[config.mk]
export PLATFORM = sky130hd
export DESIGN_NAME = esa_ctrl
export DESIGN_NICKNAME = d
export VERILOG_FILES = /design/src/rtl/esa_pkg.sv /design/src/rtl/esa_ctrl.sv
export SDC_FILE = /design/constraint.sdc
export NUM_CORES = 1
export LEC_CHECK = 0
export ABC_AREA = 0
export CORE_AREA = 2 2 68 70
export DETAILED_ROUTE_END_ITERATION = 8
export DIE_AREA = 0 0 70 72
export DONT_BUFFER_PORTS = 1
export GPL_ROUTABILITY_DRIVEN = 0
export SLEW_MARGIN = 20
export SYNTH_ARGS = -nofsm -noshare
export SYNTH_HDL_FRONTEND = slang
export SYNTH_SLANG_ARGS = --single-unit
[constraint.sdc]
create_clock -name clk -period 6.05 [get_ports clk]
set_clock_uncertainty 0.2 [all_clocks]
set_input_delay 0 -clock clk [delete_from_list [all_inputs] [get_ports clk]]
set_output_delay 0 -clock clk [all_outputs]
set_load 0.05 [all_outputs]
[src/rtl/esa_pkg.sv]
// ----------------------------------------------------------------------------
// esa_pkg: shared types and constants for the expiring slot allocator
// command codes, status codes, the broadcast command and the sweep token
// ----------------------------------------------------------------------------
`default_nettype none

package esa_pkg;

	localparam int NUM_SLOTS_DEF = 128;

	localparam int IDX_W  = 7;
	localparam int LIFE_W = 16;
	localparam int CNT_W  = 8;
	localparam int STAT_W = 2;

	typedef enum logic [1:0] {
		OP_ALLOC    = 2'd0,
		OP_FREE     = 2'd1,
		OP_FREE_ALL = 2'd2,
		OP_TICK     = 2'd3
	} op_t;

	localparam logic [STAT_W-1:0] STAT_OK       = 2'd0;
	localparam logic [STAT_W-1:0] STAT_FULL     = 2'd1;
	localparam logic [STAT_W-1:0] STAT_NOT_USED = 2'd2;

	typedef enum logic [1:0] {
		ST_IDLE,
		ST_SWEEP,
		ST_HOLD
	} state_t;

	// command held steady for the whole sweep
	typedef struct packed {
		op_t               op;
		logic [IDX_W-1:0]  idx;
		logic [LIFE_W-1:0] life;
	} cmd_t;

	// token passed from cell to cell
	typedef struct packed {
		logic             valid;
		logic             found;
		logic [IDX_W-1:0] grant;
		logic [CNT_W-1:0] count;
	} tok_t;

	function automatic logic [CNT_W-1:0] sat_inc(input logic [CNT_W-1:0] n);
		logic [CNT_W-1:0] r;
		r = (n == {CNT_W{1'b1}}) ? n : n + CNT_W'(1);
		return r;
	endfunction

endpackage

`default_nettype wire

[src/rtl/esa_ctrl.sv]
// ----------------------------------------------------------------------------
// esa_ctrl: command intake, sweep launch and result register
// takes one item, launches the token, builds the result from the last cell
// ----------------------------------------------------------------------------
`default_nettype none

module esa_ctrl (
	input  wire logic                         clk,
	input  wire logic                         arst_n,
	input  wire logic                         in_valid,
	output logic                              in_ready,
	input  wire logic [1:0]                   cmd,
	input  wire logic [esa_pkg::IDX_W-1:0]    slot_index,
	input  wire logic [esa_pkg::LIFE_W-1:0]   lifetime,
	output esa_pkg::cmd_t                     bcast,
	output esa_pkg::tok_t                     tok_start,
	input  esa_pkg::tok_t                     tok_done,
	output logic                              out_valid,
	input  wire logic                         out_ready,
	output logic [esa_pkg::STAT_W-1:0]        status,
	output logic [esa_pkg::IDX_W-1:0]         granted_slot,
	output logic [esa_pkg::CNT_W-1:0]         freed_count
);
	import esa_pkg::*;

	state_t state_q, state_d;
	cmd_t   cmd_q;
	logic   start_q;
	logic   accept;
	logic   load_out;

	logic [STAT_W-1:0] res_stat_q, res_stat_d;
	logic [IDX_W-1:0]  res_grant_q;
	logic [CNT_W-1:0]  res_cnt_q;

	logic              out_valid_q;
	logic [STAT_W-1:0] out_stat_q;
	logic [IDX_W-1:0]  out_grant_q;
	logic [CNT_W-1:0]  out_cnt_q;

	// next state
	always_comb begin
		state_d = state_q;
		case (state_q)
			ST_IDLE:  if (in_valid) state_d = ST_SWEEP;
			ST_SWEEP: if (tok_done.valid) state_d = ST_HOLD;
			ST_HOLD:  if (!out_valid_q || out_ready) state_d = ST_IDLE;
			default:  state_d = ST_IDLE;
		endcase
	end

	// outputs of the state machine
	always_comb begin
		in_ready = 1'b0;
		load_out = 1'b0;
		case (state_q)
			ST_IDLE:  in_ready = 1'b1;
			ST_SWEEP: begin
			end
			ST_HOLD:  load_out = !out_valid_q || out_ready;
			default: begin
			end
		endcase
	end

	assign accept = in_valid && in_ready;

	always_comb begin
		case (cmd_q.op)
			OP_ALLOC: res_stat_d = tok_done.found ? STAT_OK : STAT_FULL;
			OP_FREE:  res_stat_d = tok_done.found ? STAT_OK : STAT_NOT_USED;
			default:  res_stat_d = STAT_OK;
		endcase
	end

	always_ff @(posedge clk or negedge arst_n) begin
		if (!arst_n) begin
			state_q     <= ST_IDLE;
			start_q     <= 1'b0;
			out_valid_q <= 1'b0;
		end else begin
			state_q <= state_d;
			start_q <= accept;
			if (load_out)
				out_valid_q <= 1'b1;
			else if (out_ready)
				out_valid_q <= 1'b0;
		end
	end

	always_ff @(posedge clk) begin
		if (accept) begin
			cmd_q.op   <= op_t'(cmd);
			cmd_q.idx  <= slot_index;
			cmd_q.life <= lifetime;
		end
		if (tok_done.valid) begin
			res_stat_q  <= res_stat_d;
			res_grant_q <= tok_done.grant;
			res_cnt_q   <= tok_done.count;
		end
		if (load_out) begin
			out_stat_q  <= res_stat_q;
			out_grant_q <= res_grant_q;
			out_cnt_q   <= res_cnt_q;
		end
	end

	assign bcast           = cmd_q;
	assign tok_start.valid = start_q;
	assign tok_start.found = 1'b0;
	assign tok_start.grant = '0;
	assign tok_start.count = '0;

	assign out_valid    = out_valid_q;
	assign status       = out_stat_q;
	assign granted_slot = out_grant_q;
	assign freed_count  = out_cnt_q;

	// the token only comes back while a sweep is running
	a_done_in_sweep: assert property (@(posedge clk) disable iff (!arst_n)
		tok_done.valid |-> state_q == ST_SWEEP)
		else $error("token returned outside a sweep");

	// every launched token belongs to an item just taken
	a_start_after_accept: assert property (@(posedge clk) disable iff (!arst_n)
		start_q |-> $past(accept) && state_q == ST_SWEEP)
		else $error("sweep launched without an accepted item");

	// a result never overwrites one still waiting
	a_no_overwrite: assert property (@(posedge clk) disable iff (!arst_n)
		load_out |-> !out_valid_q || out_ready)
		else $error("result register overwritten");

	// an allocate that finds no free slot answers pool-full
	a_full_alloc: assert property (@(posedge clk) disable iff (!arst_n)
		tok_done.valid && !tok_done.found && cmd_q.op == OP_ALLOC
		|=> res_stat_q == STAT_FULL)
		else $error("missing full status");

endmodule

`default_nettype wire

==> qor.txt <==
Status: finished clean
Most frequent cells in the layout: edfxtp_1 (59), dlygate4sd3_1 (47), conb_1 (16), clkbuf_8 (12)
Cell Rows: 24
Synth Warn #: 0
CTS clk-pin slew, worst paths: 60 ps
Critical path endpoint category: flip-flop
CP required: 5880 ps
Routed WL: 3.53 mm
H-tree depth: 3
Fin Hold WS: 101 ps
Worst endpoint data arrival time: 2340 ps
Area contributors post-synth: edfxtp_1 (85%), buf_4 (6.1%), dfrtp_1 (4.8%)
Iteration-0 DRC Markers: 31
Port buffer count: 0
Period minus WS final: 2510 ps
First-pass iteration count of the detailed router: 4
Grt total ovfl: 0
Initial antenna violation count: 0
Final ANT Viol Nets: 0
Die height: 72 um
Die area: 5040 sq um
Clock root buffer: clkbuf_8
Max Fanout on Critical Path: 14
Post-Layout Cell Count: 209
DP Cell Count: 145
DR vias: 948
Critical Path Start Type: flip-flop
Via density: 4.54
Largest net degree at the start of global routing: 27
Ant. Diodes: 0
Placed cell area: 2080 sq um
F_max: 398 MHz
Max-Cap Viols: 0
Synthesized area: 2080 sq um
Worst skew pair latency: 320 ps
Setup Total Neg Slack: 0 ps
Synthesis-to-finish area growth: 32.0%
Fillers: 310
Top Ports: 107
Count of final hold-check violations: 0
Rel. slew slack: 36.5%
Cells after Synth: 94
Synth top area share: 85.1%
DP Wirelength: 2.23 mm
First-pass GRT wire length: 4.89 mm
Register area share after synthesis: 89.9%
Final setup violation count: 0
Maximum vdd drop: 0.223 mV
Residual DRC count: 0
Synthesized flop and latch total: 63
Most common cell after layout, fill and taps aside: edfxtp_1
Post-route cell area: 2750 sq um
Nets: 198
Wirelength per Cell: 16.9 um
Share of layout cells above drive strength 1: 9.55%
Hold Crit Class: input pin to flip-flop
Static Leakage: 0.990 nW
Cell taking the most area after synthesis: edfxtp_1
Final count of pins violating max slew: 0
Unrepaired setup endpoints after global routing: no
Flop-to-flop setup slack: 3540 ps
Setup Crit Path Kind: flip-flop to flip-flop
Clock sinks: 63
Final worst-path cycle share: 41.6%
Actual slew at the worst max-slew pin: 949 ps
Cts bufs inserted: 9
Post-CTS sizing: 0
Die W: 70 um
TritonCTS clock tree: yes
Pwr per Cell Area: 421 nW/um^2
Core area: 4260 sq um
Unique cell type count in the Yosys netlist: 13
Total Routing Usage GR: 14.1%
Clk buf depth: 2
Synthesized area per cell: 22.1 sq um
Starting Density: 48.8%
Vias in the first global route: 967
==> Yosys cell counts, drive strengths merged <==
cell type	count
dfrtp	4
nand2b	4
buf	17
nand2	2
edfxtp	59
nor3	1
nor2	1
nor2b	1
nor3b	1
a21oi	1
o22ai	1
and2	1
conb	1
==> cell type report <==
class	count	area [sq um]	share of cell area, %
flip-flops and latches	63	1870	68.1
clock buffers	16	180	6.55
well taps	52	65.1	2.37
multi-input cells	29	139	5.05
repair buffers	49	493	17.9
==> flip-flops by register name (all words and copies together) (netlist names) <==
name          cells
granted_slot      7
start_q           1
res_grant_q       7
res_cnt_q         8
status            2
out_valid         1
bcast            25
freed_count       8
res_stat_q        2
state_q           2
==> critical path, cell delays in order, from the launching register on <==
cell	delay, ps
dfrtp_1	420
nor2_1	750
and2_1	620
buf_8	230
==> where the power goes <==
group	switching (W)	internal (W)	total [W]
Combinational	0.0000740	0.0000347	0.000109
Sequential	0.000175	0.000555	0.000730
Clock	0.000136	0.000183	0.000319
Total	0.000385	0.000773	0.00116
==> path summary, 6_finish.rpt <==
check	end	start	cells past startpoint
setup / recovery	bcast[1]	state_q[1]	3
hold / removal	res_cnt_q[6]	tok_done[6]	1
setup reg to reg	bcast[1]	state_q[1]	3
hold reg to reg	freed_count[7]	res_cnt_q[7]	0
max in group asynchronous	start_q	arst_n	2
min in group asynchronous	state_q[1]	arst_n	2
==> metrics by stage <==
stage	setup WS [ps]	utilization (%)	power (W)
2_1_floorplan	3600	-	0.000804
4_1_cts	3320	63.9	0.00116
3_3_place_gp	3420	48.9	0.000809
6_report	3540	64.5	0.00116
3_5_place_dp	3330	48.9	0.000816
5_1_grt	3440	64.5	0.00120
==> repair_timing <==
| item | 4_1_cts | 5_1_grt |
|---|---|---|
| hold buffers | 46 | 1 |
| hold endpoints to repair | 66 | 1 |
| setup buffers | 0 | 0 |
==> cell families (layout without fill, tap and decap cells) <==
kind of cell	after synthesis	after routing	synth area share, %
DFF	63	63	89.9
buffers and inverters	17	65	6.13
and+or+nand+nor	11	11	2.94
AOI/OAI and AO/OA	2	2	0.841
other	1	16	0.180
==> layer usage <==
metal | wire length (um) | GRT usage, %
met3 | 218 | 5.69
met2 | 2130 | 26.2
met1 | 1110 | 11.4
met4 | 80 | 11.1
met5 | 0 | 0
No activity file was read; power rests on OpenSTA's default activity.
