--- src/rtl/esa_pkg.sv ---
// ----------------------------------------------------------------------------
// esa_pkg: shared types and constants for the expiring slot allocator
// command codes, status codes, the broadcast command and the sweep token
// ----------------------------------------------------------------------------
`default_nettype none

package esa_pkg;

	localparam int NUM_SLOTS_DEF = 128;

	localparam int IDX_W  = 7;
	localparam int LIFE_W = 16;
	localparam int CNT_W  = 8;
	localparam int STAT_W = 2;

	typedef enum logic [1:0] {
		OP_ALLOC    = 2'd0,
		OP_FREE     = 2'd1,
		OP_FREE_ALL = 2'd2,
		OP_TICK     = 2'd3
	} op_t;

	localparam logic [STAT_W-1:0] STAT_OK       = 2'd0;
	localparam logic [STAT_W-1:0] STAT_FULL     = 2'd1;
	localparam logic [STAT_W-1:0] STAT_NOT_USED = 2'd2;

	typedef enum logic [1:0] {
		ST_IDLE,
		ST_SWEEP,
		ST_HOLD
	} state_t;

	// command held steady for the whole sweep
	typedef struct packed {
		op_t               op;
		logic [IDX_W-1:0]  idx;
		logic [LIFE_W-1:0] life;
	} cmd_t;

	// token passed from cell to cell
	typedef struct packed {
		logic             valid;
		logic             found;
		logic [IDX_W-1:0] grant;
		logic [CNT_W-1:0] count;
	} tok_t;

	function automatic logic [CNT_W-1:0] sat_inc(input logic [CNT_W-1:0] n);
		logic [CNT_W-1:0] r;
		r = (n == {CNT_W{1'b1}}) ? n : n + CNT_W'(1);
		return r;
	endfunction

endpackage

`default_nettype wire

--- src/rtl/esa_cell.sv ---
// ----------------------------------------------------------------------------
// esa_cell: one slot of the pool
// holds the used flag and countdown, acts on the command when the token passes
// ----------------------------------------------------------------------------
`default_nettype none

module esa_cell #(
	parameter int CELL_ID = 0
) (
	input  wire logic          clk,
	input  wire logic          arst_n,
	input  esa_pkg::cmd_t      bcast,
	input  esa_pkg::tok_t      tok_in,
	output esa_pkg::tok_t      tok_out
);
	import esa_pkg::*;

	// slots beyond the index range can never be named by a free
	localparam bit               IDX_REACH = (CELL_ID < (1 << IDX_W));
	localparam logic [IDX_W-1:0] MY_IDX    = IDX_W'(CELL_ID);

	logic              used_q, used_d;
	logic [LIFE_W-1:0] cnt_q, cnt_d;
	tok_t              tok_q, tok_d;

	always_comb begin
		used_d = used_q;
		cnt_d  = cnt_q;
		tok_d  = tok_in;
		if (tok_in.valid) begin
			case (bcast.op)
				OP_ALLOC: begin
					if (!tok_in.found && !used_q) begin
						used_d      = 1'b1;
						cnt_d       = bcast.life;
						tok_d.found = 1'b1;
						tok_d.grant = MY_IDX;
					end
				end
				OP_FREE: begin
					if (IDX_REACH && (bcast.idx == MY_IDX) && used_q) begin
						used_d      = 1'b0;
						cnt_d       = '0;
						tok_d.found = 1'b1;
					end
				end
				OP_FREE_ALL: begin
					if (used_q)
						tok_d.count = sat_inc(tok_in.count);
					used_d = 1'b0;
					cnt_d  = '0;
				end
				OP_TICK: begin
					if (used_q && (cnt_q != '0)) begin
						cnt_d = cnt_q - LIFE_W'(1);
						if (cnt_q == LIFE_W'(1)) begin
							used_d      = 1'b0;
							tok_d.count = sat_inc(tok_in.count);
						end
					end
				end
				default: begin
				end
			endcase
		end
	end

	always_ff @(posedge clk or negedge arst_n) begin
		if (!arst_n) begin
			used_q <= 1'b0;
			cnt_q  <= '0;
			tok_q  <= '0;
		end else begin
			used_q <= used_d;
			cnt_q  <= cnt_d;
			tok_q  <= tok_d;
		end
	end

	assign tok_out = tok_q;

endmodule

`default_nettype wire

--- config.mk ---
export PLATFORM = sky130hd
export DESIGN_NAME = esa_cell
export DESIGN_NICKNAME = d
export VERILOG_FILES = /design/src/rtl/esa_pkg.sv /design/src/rtl/esa_cell.sv
export SDC_FILE = /design/constraint.sdc
export NUM_CORES = 1
export LEC_CHECK = 0
export ABC_AREA = 1
export BUFFER_PORTS_ARGS = -buffer_cell sky130_fd_sc_hd__buf_2
export CORE_ASPECT_RATIO = 1.25
export CORE_MARGIN = 4
export CORE_UTILIZATION = 45
export CTS_BUF_LIST = sky130_fd_sc_hd__clkbuf_4 sky130_fd_sc_hd__clkbuf_8
export CTS_CLUSTER_DIAMETER = 50
export CTS_CLUSTER_SIZE = 8
export DETAILED_ROUTE_END_ITERATION = 7
export PLACE_DENSITY = 0.7
export REMOVE_ABC_BUFFERS = 1
export SKIP_CTS_REPAIR_TIMING = 1
export SYNTH_ARGS = -nofsm -noshare
export SYNTH_HDL_FRONTEND = slang
export SYNTH_SLANG_ARGS = --single-unit
--- constraint.sdc ---
create_clock -name clk -period 2.9 [get_ports clk]
set_input_delay 0.29 -clock clk [delete_from_list [all_inputs] [get_ports clk]]
set_output_delay 0.29 -clock clk [all_outputs]
set_load 0.005 [all_outputs]
==> metrics.md, run 1 <==
| Metric | Value |
|---|---|
| Final core utilization | 0.558 |
| Power density over the cells | 579 nW/um2 |
| Port-buffer cells | 60 |
| Leftover overflow at the end of global routing | 0 |
| Maximum capacitance violations | 0 |
| Part of the Yosys area used for sequential elements | 0.350 |
| Maximum clock skew at final layout | 0.00825 ns |
| Min Clock Period, post-route | 1.86 ns |
| Final RePlAce weighted congestion | 0.883 |
| Setup tns final | 0 ns |
| Cell at the root of the clock tree | clkbuf_8 |
| Critical setup path kind | reg2reg |
| Die width | 73.7 um |
| Global routing usage summed across all routing layers | 0.199 |
| Nets@finish | 484 |
| Number of buffers added by the clock tree synthesis step | 5 |
| Number of fillers in the final layout | 522 |
| Final hold vios | 0 |
| Via density | 5.07 |
| Tightest Hold Check Type | in2async |
| Number of global-route vias before repair | 2392 |
| Maximum level of the CTS H-tree | 2 |
| Most frequent cell on the critical path | nand2_1 |
| Area taken by flip-flops and latches | 851 um2 |
| Antenna violations before repair | 0 |
| DR DRC count | 0 |
| Data arrival, critical path | 2.09 ns |
| Clock sink count | 34 |
| Top-level port count | 61 |
| Synthesis warning total | 0 |
| Diodes inserted | 0 |
| Peak VDD IR | 0.252 mV |
| Distinct cells, synth | 29 |
| Multi-input combinational cell area | 1380 um2 |
| Average wire length per cell after detail routing | 12.6 um |
| Placed wire-length estimate after detailed placement | 4680 um |
| Die height | 90.1 um |
| Average footprint of a synthesized cell | 6.46 um2 |
| Endpoint required time on the critical path | 3.13 ns |
| Transition time of the tightest slew-check pin | 0.769 ns |
| Post-Synthesis Cells | 376 |
| Number of standard-cell rows in the floorplan | 29 |
| RSZ-0062 raised after global routing | no |
| Iteration-0 DRC Markers | 99 |
| TritonCTS clock tree | yes |
| Post-Route WL | 6310 um |
| Critical Path End Type | register |
| Insertion delay to the later sink of the worst-skew pair | 0.29 ns |
| Slowest-stage cell, CP | dfrtp_1 |
| Ordered cell list for the critical path | inv_1 -> ha_1 -> nand2_1 -> nor2_1 -> nand2_1 -> nand2_2 -> nor2_1 -> nand3_1 -> nand3_1 -> nand2_1 -> nand2_1 |
| Global-route wire length before repair | 10700 um |
| Synthesis-to-finish area growth | 18.3% |
| Final cycle utilization of the critical path | 0.641 |
| Critical Path Start Type | register |
| Max-Slew Margin vs Limit | 0.488 |
| Maximum fanout along the worst path | 6 |
| Proportion of layout cells with a drive suffix above 1 | 0.208 |
| TritonRoute pass-1 iters | 5 |
| Static Leak | 1.62 nW |
| Initial core utilization | 0.471 |
| Pin count of the biggest net entering global routing | 35 |
| Core area | 5150 um2 |
| Antenna-violating nets left | 0 |
| Final setup fails | 0 |
| Total count of max-transition violations in the final report | 0 |
| FF+latch count, synth | 34 |
| Peak per-stage delay on the critical path | 0.42 ns |
| Highest Clock Rate | 538 MHz |
| Post-synthesis instance area | 2430 um2 |
| Reg clk slew, reported paths | 0.07 ns |
| Total Die Area | 6640 um2 |
| Via count | 2532 |
| Maximum number of buffers from clock root to sink | 2 |
| Result of the run | finished, final reports clean |
==> sequential cells by signal, summed over array words and instances (netlist names) <==
name,cells
tok_out,17
cnt_q,16
used_q,1
==> per-stage QoR <==
step	setup slack (ns)	cells	hold slack, ns	area, um2	power (mW)
final	1.04	499	0.0678	2870	1.66
after global routing	0.877	499	0.136	2870	1.79
after CTS	1.08	499	0.105	2870	1.68
after detailed placement	1.07	491	0.422	2760	1.24
after global placement	1.13	491	0.403	2760	1.22
after floorplan	1.40	369	-0.00559	2390	1.06
==> synth_stat cells <==
master,instances,area share
nor2_1,33,0.051
nand3_1,35,0.072
clkinv_2,1,0.0021
a21oi_1,15,0.031
nand4_1,3,0.0077
nand3b_1,2,0.0062
inv_4,2,0.0052
or2_2,2,0.0052
buf_2,1,0.0021
nor2_4,4,0.019
dfrtp_1,34,0.35
nor4_1,1,0.0026
nand2_2,4,0.010
a32o_1,1,0.0041
o21ai_1,2,0.0041
ha_1,4,0.021
buf_6,1,0.0046
nand2_1,154,0.24
nor4_4,1,0.0088
inv_1,33,0.051
nand2_4,1,0.0046
clkbuf_1,3,0.0046
o21ai_0,19,0.039
inv_2,3,0.0046
xor2_1,7,0.025
o21bai_1,1,0.0031
buf_4,2,0.0062
nor2_2,5,0.013
nor3_1,2,0.0041
==> worst max-delay path, delay by kind of cell, from the launching register on <==
| family | cells | cell delay (ns) |
|---|---|---|
| fa+ha+maj | 1 | 0.22 |
| flops | 1 | 0.42 |
| simple gates | 9 | 1.03 |
| buf+inv | 1 | 0.13 |
==> where the power goes <==
group          switching, mW  leakage (nW)  internal [mW]
Clock                  0.185        0.0579          0.253
Sequential            0.0861         0.425          0.541
Combinational          0.374          1.13          0.224
==> layer usage <==
metal | vias to the layer above | GRT usage | wire [um]
met4 | 0 | 0.0801 | 129
li1 | 1301 | - | -
met5 | - | 0 | 0
met3 | 12 | 0.0324 | 370
met1 | 1144 | 0.232 | 2580
met2 | 75 | 0.349 | 3230
==> layout make-up <==
cell class,count,share of cell area
clock inverter,3,0.0139
inverter,39,0.0531
clock buffer,5,0.0240
multi-input combinational,296,0.481
timing repair buffer,60,0.105
sequential,34,0.296
tap,62,0.0270
==> worst paths after layout <==
path	startpoint	end	slack, ns	cells after the start
worst max-delay path	cnt_q[0]	tok_out[1]	1.04	11
max in group asynchronous	arst_n	tok_out[15]	2.34	1
min in group clk	tok_in[9]	tok_out[9]	0.18	3
worst min-delay path	arst_n	cnt_q[4]	0.07	1
worst min register to register	cnt_q[6]	cnt_q[6]	0.54	2
worst max register to register	cnt_q[0]	tok_out[1]	1.04	11
==> cells by family after synthesis <==
logic type	Yosys count	synth area share
simple gates	247	0.442
compound gates	38	0.0814
fa+ha+maj	4	0.0206
xor+xnor	7	0.0252
buf+inv	46	0.0804
flops	34	0.350
==> placed cells by master, fill, tap and decap left out, drive strengths merged <==
cell	n
clkbuf	5
inv	38
xor2	7
ha	4
a32o	1
bufinv	1
nor4	2
nand4	3
o21bai	1
nor2	42
nor3	2
nand2	159
dfrtp	34
nand3b	2
a21oi	15
o21ai	21
buf	60
or2	2
clkinv	3
nand3	35
No activity file was read; power rests on OpenSTA's default activity.
==> run 2, diff against run 1 <==
Clock period 2.9 ns to 1.8 ns, I/O delays scaled along.
==> run 2 against run 1 <==
The run now ends with negative hold slack left. Cell count rose by 1.8%. Critical path depth did not move. First-iteration DRC count rose by 61%. Setup slack got worse by 0.88 ns. Die area did not move. Worst hold slack got worse by 0.095 ns. Clock skew fell by 0.0047 ns. Total power rose by 56%. Critical path type unchanged. Largest cell class unchanged. Highest routed layer unchanged.
==> metrics.md, run 2 (same netlist as run 1, synthesis figures left out) <==
| Metric | Value |
|---|---|
| Synthesis-to-finish area growth | 21.1% |
| Number of fillers in the final layout | 531 (+1.7%) |
| Number of buffer and inverter instances along the worst setup path | 2 (+1) |
| Most frequent standard cell in the layout excluding fill and tap cells | nand2_1 |
| Transition time of the tightest slew-check pin | 0.784 ns (+0.0151 ns) |
| Multi-input combinational cell area | 1400 um2 (+1.4%) |
| CP top delay family | simple AND/OR/NAND/NOR gates |
| Data arrival, critical path | 1.82 ns (-0.27 ns) |
| Final cycle utilization of the critical path | 0.910 (+0.270) |
| Max-Slew Margin vs Limit | 0.478 (-0.0101) |
| Critical Path End Type | register |
| Ordered cell list for the critical path | inv_2 -> ha_1 -> inv_1 -> nor2_4 -> nand2_1 -> nor2_1 -> or2_2 -> nand3_1 -> nand2_1 -> nand2_1 -> nand2_1 |
| Final setup fails | 0 (unchanged) |
| Number of global-route vias before repair | 2536 (+6.0%) |
| Slowest-stage cell, CP | dfrtp_1 |
| Endpoint required time on the critical path | 1.98 ns (-1.15 ns) |
| Result of the run | complete, but fails checks |
| Diodes inserted | 0 (unchanged) |
| Maximum number of buffers from clock root to sink | 2 (unchanged) |
| TritonCTS clock tree | yes |
| Via density | 5.05 (-0.53%) |
| Initial core utilization | 0.471 (unchanged) |
| Maximum capacitance violations | 0 (unchanged) |
| Final core utilization | 0.571 (+0.0131) |
| Cell depth of the worst flop-to-flop path | 11 (unchanged) |
| Maximum level of the CTS H-tree | 2 (unchanged) |
| Start of the worst register-to-register path | cnt_q[0] |
| Die width | 73.7 um (unchanged) |
| Min Clock Period, post-route | 1.64 ns (-0.219 ns) |
| Die height | 90.1 um (unchanged) |
| Global-route wire length before repair | 10900 um (+1.9%) |
| Failing checks | negative hold slack |
| Cell at the root of the clock tree | clkbuf_8 |
| Critical path depth in cells | 11 (unchanged) |
| Via count | 2564 (+1.3%) |
| Most frequent cell on the critical path | nand2_1 |
| Critical Path Start Type | register |
| Peak VDD IR | 0.450 mV (+79%) |
| Antenna violations before repair | 0 (unchanged) |
| Total count of max-transition violations in the final report | 0 (unchanged) |
| Leading cell types in the layout, fill and taps excluded | nand2_1, buf_2, nand3_1 |
| DR DRC count | 0 (unchanged) |
| Peak per-stage delay on the critical path | 0.41 ns (about the same) |
| Register-to-Register Setup Slack | 0.16 ns (-0.88 ns) |
| Critical register-to-register path endpoint | cnt_q[14] |
| Post-Route WL | 6310 um (unchanged) |
| Clock sink count | 34 (unchanged) |
| Final RePlAce weighted congestion | 0.879 (-0.42%) |
| Critical setup path kind | reg2reg |
| Top-level port count | 61 (unchanged) |
| End of the critical path | cnt_q[14] |
| Antenna-violating nets left | 0 (unchanged) |
| Core area | 5150 um2 (unchanged) |
| Pin count of the biggest net entering global routing | 35 (unchanged) |
| Area taken by flip-flops and latches | 853 um2 (+0.29%) |
| Placed wire-length estimate after detailed placement | 4800 um (+2.5%) |
| Hold_ws | -0.0274 ns (-0.0953 ns) |
| CP Launch Point | cnt_q[0] |
| Reg clk slew, reported paths | 0.07 ns (about the same) |
| TritonRoute pass-1 iters | 4 (-1) |
| Number of standard-cell rows in the floorplan | 29 (unchanged) |
| Power density over the cells | 883 nW/um2 (+52%) |
| Insertion delay to the later sink of the worst-skew pair | 0.28 ns (about the same) |
| Setup tns final | 0 ns (unchanged) |
| Leftover overflow at the end of global routing | 0 (unchanged) |
| Final hold vios | 34 (+34) |
| Iteration-0 DRC Markers | 159 (+61%) |
| Highest Clock Rate | 610 MHz (+13%) |
| Proportion of layout cells with a drive suffix above 1 | 0.231 (+0.0227) |
| Static Leak | 1.65 nW (+2.3%) |
| Port-buffer cells | 60 (unchanged) |
| Max reg flops | 17 (unchanged) |
| Maximum clock skew at final layout | 0.00354 ns (-0.00472 ns) |
| Total Die Area | 6640 um2 (unchanged) |
| Average wire length per cell after detail routing | 12.4 um (-1.8%) |
| Tightest Hold Check Type | in2async |
| Nets@finish | 494 (+2.1%) |
| Maximum fanout along the worst path | 5 (-1) |
| Number of buffers added by the clock tree synthesis step | 5 (unchanged) |
| Global routing usage summed across all routing layers | 0.203 (+0.00363) |
## run 2: final cells by class
class	instances	share of cell area
clock buffer	5	0.0234
clock inverter	2	0.00340
inverter	39	0.0519
multi-input combinational	296	0.477
sequential	34	0.290
tap	62	0.0264
timing repair buffer	70	0.128
## run 2: layer usage
metal  track usage  wire [um]  vias up
li1              -          -     1315
met1         0.236       2570     1170
met2         0.357       3330       63
met3        0.0335        261       16
met4        0.0785        154        0
met5             0          0        -
## run 2: worst min path at each step
stage	start	end	slack [ns]
2_1_floorplan	arst_n	cnt_q[0]	-0.12
3_3_place_gp	arst_n	cnt_q[8]	0.31
3_5_place_dp	arst_n	cnt_q[6]	0.31
4_1_cts	arst_n	cnt_q[9]	0.01
5_1_grt	arst_n	cnt_q[6]	0.04
6_report	arst_n	cnt_q[5]	-0.03
## run 2: through the flow
step           setup slack, ns  hold slack (ns)  area [um2]  power [mW]  cells
2_1_floorplan            0.296           -0.116        2390        1.71    369
3_3_place_gp             0.140            0.308        2830        2.01    500
3_5_place_dp             0.113            0.314        2830        2.03    500
4_1_cts                 0.0900           0.0100        2910        2.57    507
5_1_grt                -0.0188           0.0433        2940        2.83    508
6_report                 0.162          -0.0274        2940        2.60    508
## run 2: report_power, final
group          leakage [nW]  internal (mW)  switching (mW)
Combinational          1.19          0.410           0.656
Clock                0.0438          0.260           0.273
Sequential            0.422          0.875           0.123
